--- src/rtl/core/vlst_pkg.sv ---
// Package for the valve limit-switch tracker.
// Holds codes, widths and the structs shared by the interfaces and the modules.
// Depends on nothing.
package vlst_pkg;

	localparam int unsigned OVERSAMPLE_COUNT = 4;
	localparam int unsigned PHASE_W = (OVERSAMPLE_COUNT > 1) ? $clog2(OVERSAMPLE_COUNT) : 1;
	localparam logic [7:0] UNKNOWN_INDEX = 8'd255;
	localparam logic [OVERSAMPLE_COUNT-1:0] WIN_ALL_HIGH = '1;
	localparam logic [OVERSAMPLE_COUNT-1:0] WIN_ALL_LOW = '0;

	localparam logic [2:0] OP_TICK = 3'd0;
	localparam logic [2:0] OP_STEP = 3'd1;
	localparam logic [2:0] OP_MOVE_START = 3'd2;
	localparam logic [2:0] OP_MOVE_STOP = 3'd3;
	localparam logic [2:0] OP_BACKOFF = 3'd4;
	localparam logic [2:0] OP_RESET_POS = 3'd5;
	localparam logic [2:0] OP_INIT = 3'd6;

	localparam logic [1:0] MV_IDLE = 2'd0;
	localparam logic [1:0] MV_CLOSE = 2'd1;
	localparam logic [1:0] MV_OPEN = 2'd2;

	localparam logic [2:0] STUCK_NONE = 3'd0;
	localparam logic [2:0] STUCK_HARD_HIGH = 3'd1;
	localparam logic [2:0] STUCK_HARD_LOW = 3'd2;
	localparam logic [2:0] STUCK_SOFT = 3'd3;
	localparam logic [2:0] STUCK_BOUNCE = 3'd4;

	localparam int unsigned CFG_IDX_W = 3;
	localparam int unsigned CFG_DATA_W = 16;
	localparam logic [CFG_IDX_W-1:0] REG_BOUNCE_EDGE_LIMIT = 3'd0;
	localparam logic [CFG_IDX_W-1:0] REG_STUCK_TICKS_HIGH = 3'd1;
	localparam logic [CFG_IDX_W-1:0] REG_STUCK_TICKS_LOW = 3'd2;
	localparam logic [CFG_IDX_W-1:0] REG_TICK_SATURATION = 3'd3;
	localparam logic [CFG_IDX_W-1:0] REG_FULLY_OPEN_INDEX = 3'd4;
	localparam logic [CFG_IDX_W-1:0] REG_POSITION_LIMIT = 3'd5;

	typedef struct packed {
		logic [7:0]  bounce_edge_limit;
		logic [15:0] stuck_ticks_high;
		logic [15:0] stuck_ticks_low;
		logic [15:0] tick_saturation;
		logic [7:0]  fully_open_index;
		logic [15:0] position_limit;
	} cfg_t;

	typedef struct packed {
		logic [2:0] op;
		logic       pin_level;
		logic       direction;
		logic [7:0] restore_index;
		logic       full_cal;
	} item_t;

	typedef struct packed {
		logic        step_refused;
		logic [2:0]  stuck_code;
		logic [15:0] position;
		logic [7:0]  edge_position;
		logic        save_index;
		logic        calibrating;
	} result_t;

endpackage

--- src/rtl/core/vlst_if.sv ---
// Channel interfaces of the valve limit-switch tracker: items, results and register writes.
// Depends on vlst_pkg for the widths.
interface vlst_item_if import vlst_pkg::*; ();
	logic       valid;
	logic       ready;
	logic [2:0] op;
	logic       pin_level;
	logic       direction;
	logic [7:0] restore_index;
	logic       full_cal;

	modport source (output valid, op, pin_level, direction, restore_index, full_cal,
		input ready);
	modport sink (input valid, op, pin_level, direction, restore_index, full_cal,
		output ready);
endinterface

interface vlst_result_if import vlst_pkg::*; ();
	logic        valid;
	logic        ready;
	logic        step_refused;
	logic [2:0]  stuck_code;
	logic [15:0] position;
	logic [7:0]  edge_position;
	logic        save_index;
	logic        calibrating;

	modport source (output valid, step_refused, stuck_code, position, edge_position,
		save_index, calibrating, input ready);
	modport sink (input valid, step_refused, stuck_code, position, edge_position,
		save_index, calibrating, output ready);
endinterface

interface vlst_cfg_if import vlst_pkg::*; ();
	logic                  valid;
	logic                  ready;
	logic [CFG_IDX_W-1:0]  idx;
	logic [CFG_DATA_W-1:0] data;

	modport source (output valid, idx, data, input ready);
	modport sink (input valid, idx, data, output ready);
endinterface

--- src/rtl/core/valve_limit_switch_tracker.sv ---
// Top level of the valve limit-switch tracker: input register, state update, result register.
// Depends on vlst_pkg, the channel interfaces, vlst_cfg_regs and vlst_core.
//
//   channel  | direction | content
//   item     | in        | op, pin_level, direction, restore_index, full_cal
//   result   | out       | step_refused, stuck_code, position, edge_position, save_index,
//            |           | calibrating
//   cfg      | in        | idx, data (register write, always ready)
//
// One item enters per cycle while the result is not stalled; each item passes through the
// input register and then the result register before its result can leave.
// The tracker state is updated in the cycle the item moves from the input register
// into the result register, so each item sees all earlier items.
// A stalled result holds both registers; the input stays ready while either is free.
// Reset clears all tracker state and loads the register defaults; no clearing pass.
module valve_limit_switch_tracker import vlst_pkg::*; (
	input logic         clk,
	input logic         arst_n,
	vlst_item_if.sink   item,
	vlst_result_if.source result,
	vlst_cfg_if.sink    cfg
);

	cfg_t    regs;
	item_t   item_s1;
	logic    valid_s1;
	result_t res_d;
	result_t res_s2;
	logic    valid_s2;
	logic    advance;

	vlst_cfg_regs u_cfg (
		.clk   (clk),
		.arst_n(arst_n),
		.cfg   (cfg),
		.regs  (regs)
	);

	assign advance = valid_s1 && (!valid_s2 || result.ready);
	assign item.ready = !valid_s1 || advance;

	always_ff @(posedge clk or negedge arst_n) begin
		if (!arst_n) begin
			valid_s1 <= 1'b0;
			valid_s2 <= 1'b0;
		end else begin
			if (item.ready) valid_s1 <= item.valid;
			if (advance) begin
				valid_s2 <= 1'b1;
			end else if (result.ready) begin
				valid_s2 <= 1'b0;
			end
		end
	end

	always_ff @(posedge clk) begin
		if (item.valid && item.ready) begin
			item_s1.op <= item.op;
			item_s1.pin_level <= item.pin_level;
			item_s1.direction <= item.direction;
			item_s1.restore_index <= item.restore_index;
			item_s1.full_cal <= item.full_cal;
		end
		if (advance) res_s2 <= res_d;
	end

	vlst_core u_core (
		.clk   (clk),
		.arst_n(arst_n),
		.regs  (regs),
		.update(advance),
		.itm   (item_s1),
		.res   (res_d)
	);

	assign result.valid = valid_s2;
	assign result.step_refused = res_s2.step_refused;
	assign result.stuck_code = res_s2.stuck_code;
	assign result.position = res_s2.position;
	assign result.edge_position = res_s2.edge_position;
	assign result.save_index = res_s2.save_index;
	assign result.calibrating = res_s2.calibrating;

	a_refused_means_stuck: assert property (@(posedge clk) disable iff (!arst_n)
		(valid_s2 && res_s2.step_refused) |-> (res_s2.stuck_code != STUCK_NONE))
		else $error("refused step reported with free valve");

	a_ready_when_empty: assert property (@(posedge clk) disable iff (!arst_n)
		!valid_s2 |-> item.ready)
		else $error("input stalled while result register is empty");

	a_advance_fills_result: assert property (@(posedge clk) disable iff (!arst_n)
		advance |=> valid_s2)
		else $error("advanced item did not reach the result register");

endmodule

--- src/rtl/core/vlst_cfg_regs.sv ---
// Configuration register file of the valve limit-switch tracker.
// Depends on vlst_pkg and the vlst_cfg_if interface.
module vlst_cfg_regs import vlst_pkg::*; (
	input  logic       clk,
	input  logic       arst_n,
	vlst_cfg_if.sink   cfg,
	output cfg_t       regs
);

	cfg_t regs_q;

	assign cfg.ready = 1'b1;
	assign regs = regs_q;

	always_ff @(posedge clk or negedge arst_n) begin
		if (!arst_n) begin
			regs_q.bounce_edge_limit <= 8'd20;
			regs_q.stuck_ticks_high <= 16'd50;
			regs_q.stuck_ticks_low <= 16'd50;
			regs_q.tick_saturation <= 16'hFFFF;
			regs_q.fully_open_index <= 8'd10;
			regs_q.position_limit <= 16'hFFFF;
		end else if (cfg.valid && cfg.ready) begin
			unique case (cfg.idx)
				REG_BOUNCE_EDGE_LIMIT: regs_q.bounce_edge_limit <= cfg.data[7:0];
				REG_STUCK_TICKS_HIGH: regs_q.stuck_ticks_high <= cfg.data;
				REG_STUCK_TICKS_LOW: regs_q.stuck_ticks_low <= cfg.data;
				REG_TICK_SATURATION: regs_q.tick_saturation <= cfg.data;
				REG_FULLY_OPEN_INDEX: regs_q.fully_open_index <= cfg.data[7:0];
				REG_POSITION_LIMIT: regs_q.position_limit <= cfg.data;
				default: begin
				end
			endcase
		end
	end

endmodule

--- src/rtl/core/vlst_core.sv ---
// Tracker state registers and the single-pass update for one item.
// Depends on vlst_pkg; driven by the pipeline registers of the top level.
module vlst_core import vlst_pkg::*; (
	input  logic    clk,
	input  logic    arst_n,
	input  cfg_t    regs,
	input  logic    update,
	input  item_t   itm,
	output result_t res
);

	logic [OVERSAMPLE_COUNT-1:0] window_q, window_d;
	logic [PHASE_W-1:0]          phase_q, phase_d;
	logic                        settled_q, settled_d;
	logic [1:0]                  move_q, move_d;
	logic [7:0]                  eidx_q, eidx_d;
	logic [7:0]                  edges_q, edges_d;
	logic [15:0]                 ticks_q, ticks_d;
	logic [2:0]                  stuck_q, stuck_d;
	logic                        backoff_q, backoff_d;
	logic                        fcal_q, fcal_d;
	logic [15:0]                 pos_q, pos_d;

	always_comb begin
		logic high;
		logic low;
		logic recal;
		logic save;
		logic refused;

		window_d = window_q;
		phase_d = phase_q;
		settled_d = settled_q;
		move_d = move_q;
		eidx_d = eidx_q;
		edges_d = edges_q;
		ticks_d = ticks_q;
		stuck_d = stuck_q;
		backoff_d = backoff_q;
		fcal_d = fcal_q;
		pos_d = pos_q;
		save = 1'b0;
		refused = 1'b0;
		high = 1'b0;
		low = 1'b0;
		recal = 1'b0;

		unique case (itm.op)
			OP_TICK: begin
				window_d[phase_q] = itm.pin_level;
				if (phase_q == PHASE_W'(OVERSAMPLE_COUNT - 1)) begin
					phase_d = '0;
				end else begin
					phase_d = phase_q + 1'b1;
				end
				if (phase_d == '0 && move_q != MV_IDLE) begin
					high = (window_d == WIN_ALL_HIGH);
					low = (window_d == WIN_ALL_LOW);
					if ((high && !settled_q) || (low && settled_q)) begin
						settled_d = high;
						if (move_q == MV_OPEN) begin
							eidx_d = eidx_q + 8'd1;
							if (edges_q != 8'hFF) edges_d = edges_q + 8'd1;
							save = 1'b1;
						end else if (move_q == MV_CLOSE && eidx_q != 8'd0) begin
							eidx_d = eidx_q - 8'd1;
							if (edges_q != 8'hFF) edges_d = edges_q + 8'd1;
							save = 1'b1;
						end
						ticks_d = '0;
					end
					if (ticks_d < regs.tick_saturation) ticks_d = ticks_d + 16'd1;
					recal = (stuck_q == STUCK_NONE) && (move_q == MV_CLOSE);
					if (edges_d > regs.bounce_edge_limit) begin
						if (recal) begin
							if (high) eidx_d = 8'd1;
							if (low) eidx_d = 8'd0;
							fcal_d = 1'b0;
							save = 1'b1;
						end
						stuck_d = STUCK_BOUNCE;
					end else if (high && ticks_d > regs.stuck_ticks_high) begin
						if (recal) begin
							eidx_d = 8'd1;
							fcal_d = 1'b0;
							save = 1'b1;
						end
						stuck_d = STUCK_HARD_HIGH;
					end else if (low && ticks_d > regs.stuck_ticks_low) begin
						if (recal) begin
							eidx_d = 8'd0;
							fcal_d = 1'b0;
							save = 1'b1;
						end
						stuck_d = STUCK_HARD_LOW;
					end else if (!fcal_q && eidx_d == 8'd0 && low) begin
						stuck_d = STUCK_SOFT;
					end else if (!fcal_q && eidx_d == 8'd1 && high) begin
						stuck_d = STUCK_SOFT;
					end else if (!fcal_q && backoff_q && eidx_d > 8'd1 &&
						eidx_d < regs.fully_open_index && low) begin
						stuck_d = STUCK_NONE;
						backoff_d = 1'b0;
					end
				end
			end
			OP_STEP: begin
				if (!backoff_q && stuck_q != STUCK_NONE) begin
					refused = 1'b1;
				end else if (move_q == MV_CLOSE && pos_q != 16'd0) begin
					pos_d = pos_q - 16'd1;
				end else if (move_q == MV_OPEN && pos_q < regs.position_limit) begin
					pos_d = pos_q + 16'd1;
				end
			end
			OP_MOVE_START: begin
				move_d = itm.direction ? MV_OPEN : MV_CLOSE;
				ticks_d = '0;
				edges_d = '0;
			end
			OP_MOVE_STOP: begin
				move_d = MV_IDLE;
				ticks_d = '0;
				edges_d = '0;
			end
			OP_BACKOFF: begin
				backoff_d = 1'b1;
			end
			OP_RESET_POS: begin
				pos_d = '0;
			end
			OP_INIT: begin
				eidx_d = itm.full_cal ? UNKNOWN_INDEX : itm.restore_index;
				if (itm.full_cal) save = 1'b1;
				if (eidx_d == UNKNOWN_INDEX) fcal_d = 1'b1;
			end
			default: begin
			end
		endcase

		res.step_refused = refused;
		res.stuck_code = stuck_d;
		res.position = pos_d;
		res.edge_position = eidx_d;
		res.save_index = save;
		res.calibrating = fcal_d;
	end

	always_ff @(posedge clk or negedge arst_n) begin
		if (!arst_n) begin
			window_q <= '0;
			phase_q <= '0;
			settled_q <= 1'b0;
			move_q <= MV_IDLE;
			eidx_q <= UNKNOWN_INDEX;
			edges_q <= '0;
			ticks_q <= '0;
			stuck_q <= STUCK_NONE;
			backoff_q <= 1'b0;
			fcal_q <= 1'b0;
			pos_q <= '0;
		end else if (update) begin
			window_q <= window_d;
			phase_q <= phase_d;
			settled_q <= settled_d;
			move_q <= move_d;
			eidx_q <= eidx_d;
			edges_q <= edges_d;
			ticks_q <= ticks_d;
			stuck_q <= stuck_d;
			backoff_q <= backoff_d;
			fcal_q <= fcal_d;
			pos_q <= pos_d;
		end
	end

endmodule

--- src/flat_wrapper.sv ---
// flat-port wrapper written by rule: the top's interface ports become plain ports
module valve_limit_switch_tracker_flat import vlst_pkg::*;
  (clk, arst_n, item_valid, item_op, item_pin_level, item_direction, item_restore_index, item_full_cal, item_ready, result_valid, result_step_refused, result_stuck_code, result_position, result_edge_position, result_save_index, result_calibrating, result_ready, cfg_valid, cfg_idx, cfg_data, cfg_ready);
  vlst_item_if item_i ();
  vlst_result_if result_i ();
  vlst_cfg_if cfg_i ();
  input logic clk;
  input logic arst_n;
  input wire logic [$bits(item_i.valid)-1:0] item_valid;
  input wire logic [$bits(item_i.op)-1:0] item_op;
  input wire logic [$bits(item_i.pin_level)-1:0] item_pin_level;
  input wire logic [$bits(item_i.direction)-1:0] item_direction;
  input wire logic [$bits(item_i.restore_index)-1:0] item_restore_index;
  input wire logic [$bits(item_i.full_cal)-1:0] item_full_cal;
  output wire logic [$bits(item_i.ready)-1:0] item_ready;
  output wire logic [$bits(result_i.valid)-1:0] result_valid;
  output wire logic [$bits(result_i.step_refused)-1:0] result_step_refused;
  output wire logic [$bits(result_i.stuck_code)-1:0] result_stuck_code;
  output wire logic [$bits(result_i.position)-1:0] result_position;
  output wire logic [$bits(result_i.edge_position)-1:0] result_edge_position;
  output wire logic [$bits(result_i.save_index)-1:0] result_save_index;
  output wire logic [$bits(result_i.calibrating)-1:0] result_calibrating;
  input wire logic [$bits(result_i.ready)-1:0] result_ready;
  input wire logic [$bits(cfg_i.valid)-1:0] cfg_valid;
  input wire logic [$bits(cfg_i.idx)-1:0] cfg_idx;
  input wire logic [$bits(cfg_i.data)-1:0] cfg_data;
  output wire logic [$bits(cfg_i.ready)-1:0] cfg_ready;
  assign item_i.valid = item_valid;
  assign item_i.op = item_op;
  assign item_i.pin_level = item_pin_level;
  assign item_i.direction = item_direction;
  assign item_i.restore_index = item_restore_index;
  assign item_i.full_cal = item_full_cal;
  assign item_ready = item_i.ready;
  assign result_valid = result_i.valid;
  assign result_step_refused = result_i.step_refused;
  assign result_stuck_code = result_i.stuck_code;
  assign result_position = result_i.position;
  assign result_edge_position = result_i.edge_position;
  assign result_save_index = result_i.save_index;
  assign result_calibrating = result_i.calibrating;
  assign result_i.ready = result_ready;
  assign cfg_i.valid = cfg_valid;
  assign cfg_i.idx = cfg_idx;
  assign cfg_i.data = cfg_data;
  assign cfg_ready = cfg_i.ready;
  valve_limit_switch_tracker u_core (.clk(clk), .arst_n(arst_n), .item(item_i), .result(result_i), .cfg(cfg_i));
endmodule
--- config.mk ---
export PLATFORM = sky130hd
export DESIGN_NAME = valve_limit_switch_tracker_flat
export DESIGN_NICKNAME = d
export VERILOG_FILES = /design/src/rtl/core/vlst_pkg.sv /design/src/rtl/core/vlst_if.sv /design/src/rtl/core/valve_limit_switch_tracker.sv /design/src/rtl/core/vlst_cfg_regs.sv /design/src/rtl/core/vlst_core.sv /design/src/flat_wrapper.sv
export SDC_FILE = /design/constraint.sdc
export NUM_CORES = 1
export LEC_CHECK = 0
export ABC_AREA = 1
export BUFFER_PORTS_ARGS = -buffer_cell sky130_fd_sc_hd__buf_2
export CORE_UTILIZATION = 55
export DETAILED_ROUTE_END_ITERATION = 10
export PLACE_DENSITY = 0.73
export RECOVER_POWER = 100
export SYNTH_ARGS = -nofsm -noshare
export SYNTH_HDL_FRONTEND = slang
export SYNTH_SLANG_ARGS = --single-unit
--- constraint.sdc ---
create_clock -name clk -period 15.68 [get_ports clk]
set_clock_uncertainty 0.1 [all_clocks]
set_input_delay 0 -clock clk [delete_from_list [all_inputs] [get_ports clk]]
set_output_delay 0 -clock clk [all_outputs]
set_load 0.03 [all_outputs]
==> metrics.log <==
INFO  metric clock-root-buffer = sky130_fd_sc_hd__clkbuf_16
INFO  metric clkLatencyLatePin = 0.44 ns
INFO  metric seq_area_frac_synth = 0.4436
INFO  metric synth_top_flop_cell = sky130_fd_sc_hd__dfrtp_1
INFO  metric run_status = finished with violations
INFO  metric grt_pass1_wl = 45.34 mm
INFO  metric min_period_over_period = 0.4487
INFO  metric post_synth.cell_area_avg = 8.130 um2
INFO  metric post-synth-top-area-cell = sky130_fd_sc_hd__dfrtp_1
INFO  metric detailedPlacementHpwl = 19.73 mm
INFO  metric cp.required = 15.95 ns
INFO  metric drt_first_pass_iters = 7
INFO  metric synth.top_cells.by_area = sky130_fd_sc_hd__dfrtp_1 (21%), sky130_fd_sc_hd__edfxtp_1 (12%), sky130_fd_sc_hd__dfstp_2 (12%)
INFO  metric post_synth_inst_count = 1383
INFO  metric synth_top_area_share = 0.2092
INFO  metric rsz0062_at_grt = false
INFO  metric worstHoldPathType = input port to flop
INFO  metric maximum_buffer_depth_of_the_clock_tree = 2
INFO  metric min_path_cells = 4
INFO  metric drc_violations_left = 0
INFO  metric crit_slowest_cell = sky130_fd_sc_hd__nand2_1
INFO  metric post_synth_instance_area = 11240 um2
INFO  metric fin_crit = 7.035 ns
INFO  metric clock_sink_count = 188
INFO  metric buffer_ports.inserted = 69
INFO  metric routedWlPerCell = 15.69 um
INFO  metric wp_data_arrival = 7.30 ns
INFO  metric design.die.area = 21020 um2
INFO  metric grt_start_max_net_pins = 86
INFO  metric cts_hold_repair.buffers = 35
INFO  metric drive_above_1_share = 0.09779
INFO  metric cts_setup_buffers = 0
INFO  metric initial_antenna_violation_count = 0
INFO  metric p_leak = 6.078 nW
INFO  metric failed_checks = capacitance limit, slew limit
INFO  metric yosysWarningCount = 0
INFO  metric final_util = 0.6410
INFO  metric std_cell_rows = 51
INFO  metric chip_width = 145.0 um
INFO  metric grt.total_usage = 0.2715
INFO  metric grt-ovfl-total = 0
INFO  metric number_of_gates_resized_after_cts = 0
INFO  metric placed_cells_incl_taps = 1691
INFO  metric max_cap_viol_count = 3
INFO  metric worst_vdd_rail_ir_drop = 0.09317 mV
INFO  metric clock_tree_from_tritoncts = built
INFO  metric synth_cell_types = 49
INFO  metric timing.critical_path.slowest_cell_delay = 0.52 ns
INFO  metric postRouteAntennaNets = 0
INFO  metric routed_wirelength = 27.60 mm
INFO  metric fin_tns_setup = 0 ns
INFO  metric vias = 9522
INFO  metric end_kind = flop
INFO  metric setup-violations-final = 0
INFO  metric async_reset_ff_frac = 0.7660
INFO  metric report.final.slew_viol_count = 221
INFO  metric post_drt_via_cell_ratio = 5.413
INFO  metric timing.slew.headroom = -2.088
INFO  metric timing.fmax = 142.1 MHz
INFO  metric routabilityCongestion = 0.9377
INFO  metric initial_cell_density_of_the_core = 0.5702
INFO  metric fp.coreArea = 19720 um2
INFO  metric die_h = 145.0 um
INFO  metric ioPinCount = 71
INFO  metric cts_inserted_buffers = 17
INFO  metric criticalPathCategory = flop to flop
INFO  metric final-instance-count-excl-fill = 1759
INFO  metric worst_max_slew_pin_slew = 4.633 ns
INFO  metric layout-area-overhead-vs-synth = 12.42%
INFO  metric number_of_drc_markers_in_iteration_0 = 674
INFO  metric synthesized_flop_and_latch_total = 188
INFO  metric final-hold-violation-count = 0
INFO  metric clk_pin_slew = 0.07 ns
INFO  metric power_per_cell_area = 136.8 nW/um2
INFO  metric cts-htree-levels = 4
INFO  metric r2r.worst_path.cells = 35
INFO  metric cp_common_cell = sky130_fd_sc_hd__nand2_1
INFO  metric num-nets-final = 1604
INFO  metric grt_pass1_vias = 9071
INFO  metric syn_nets = 1507
INFO  metric synth_enable_flop_cells = 44
INFO  metric cp_max_fo = 19
INFO  metric crit_path_start_kind = flop
cells in the mapped netlist (all sizes together) (3+ instances only):
library cell	instances
a211oi	10
nand2	309
nor2	95
ha	86
o21ai	151
o211ai	15
dfrtp	94
nor4	5
a221oi	3
o22ai	20
a21boi	9
nand4	18
nand3	60
clkinv	4
edfxtp	44
buf	6
nor3	23
o221a	3
xnor2	4
xor2	21
a21oi	62
dfstp	50
inv	247
clkbuf	24
critical path, delay by kind of cell, from the launching register on:
family / cells / cell delay, ns
XOR/XNOR: 1 / 0.16
AND/OR/NAND/NOR: 25 / 4.24
buffers and inverters: 2 / 0.19
AO/OA/AOI/OAI: 4 / 1.02
adder cells (fa/ha/maj): 3 / 0.84
flip-flops: 1 / 0.38
power breakdown:
group	switching (W)	internal [W]
combinational	0.000404	0.000192
clock	0.000211	0.000209
sequential	0.0000768	0.000637
total	0.000692	0.00104
state kept, by name, indices dropped and copies added (netlist names), 4 cells and up:
| register | count |
|---|---|
| u_core.u_cfg.regs | 80 |
| u_core.result.position | 16 |
| u_core.u_core.pos_q | 16 |
| u_core.u_core.ticks_q | 16 |
| u_core.item_s1 | 14 |
| u_core.result.edge_position | 8 |
| u_core.u_core.edges_q | 8 |
| u_core.u_core.eidx_q | 8 |
| u_core.u_core.window_q | 4 |
cells by family after synthesis:
kind of cell,Yosys count,synth area share
AO/OA/AOI/OAI,286,0.1431
XOR/XNOR,25,0.01947
adder cells (fa/ha/maj),86,0.09570
buffers and inverters,281,0.09448
flip-flops,188,0.4436
multiplexers,1,0.001001
other,1,0.0003335
AND/OR/NAND/NOR,515,0.2023
area by class of cell:
cell class                 count  area (um2)
timing repair buffer         108       666.9
inverter                     251       942.2
antenna                        1       2.502
multi-input combinational    914        5151
fill                        1683        7078
clock buffer                  17       425.4
tap                          265       331.6
clock inverter                15       132.6
sequential                   188        4987
metal layers:
layer	GRT usage	wire [um]
met2	0.4459	13050
met3	0.04245	1195
met1	0.3735	12950
met5	0	0
met4	0.07074	403
through the flow:
stage	area [um2]	setup slack [ns]	total power [W]	hold slack, ns
after detailed placement	11840	9.806	0.001306	0.02175
after global placement	11840	9.925	0.001285	0.01633
final	12640	8.645	0.001729	0.1026
after global routing	12640	7.581	0.001842	0.1524
after floorplan	11240	10.73	0.001140	-0.3956
after CTS	12740	9.765	0.001733	0.07002
layout by cell type, fill, tap and decap left out, drive strengths merged, types with 4 or more instances in the layout:
master       synthesis  routed
clkbuf              24      56
a21boi               9       9
dlygate4sd3          0      35
inv                247     253
nor4                 5       5
nor3                23      23
a211oi              10      10
o21ai              151     151
xor2                21      21
nand4               18      18
nand3               60      60
ha                  86      86
nand2              309     309
dfrtp               94      94
xnor2                4       4
edfxtp              44      44
dfstp               50      50
o22ai               20      20
a21oi               62      62
clkinv               4      10
o211ai              15      15
nor2                95      95
buf                  6      34
worst paths after layout:
| check | from | to | slack (ns) |
|---|---|---|---|
| min in group asynchronous | arst_n | u_core.u_core.edges_q[1] | 1.67 |
| setup / recovery | u_core.u_core.phase_q[0] | u_core.u_core.eidx_q[1] | 8.64 |
| setup reg to reg | u_core.u_core.phase_q[0] | u_core.u_core.eidx_q[1] | 8.64 |
| hold reg to reg | u_core.u_cfg.regs[55] | u_core.u_cfg.regs[55] | 0.38 |
| hold / removal | cfg_idx[1] | u_core.u_cfg.regs[74] | 0.10 |
| max in group asynchronous | arst_n | u_core.u_core.pos_q[7] | 8.96 |
Power figures use the tool's default switching activity.
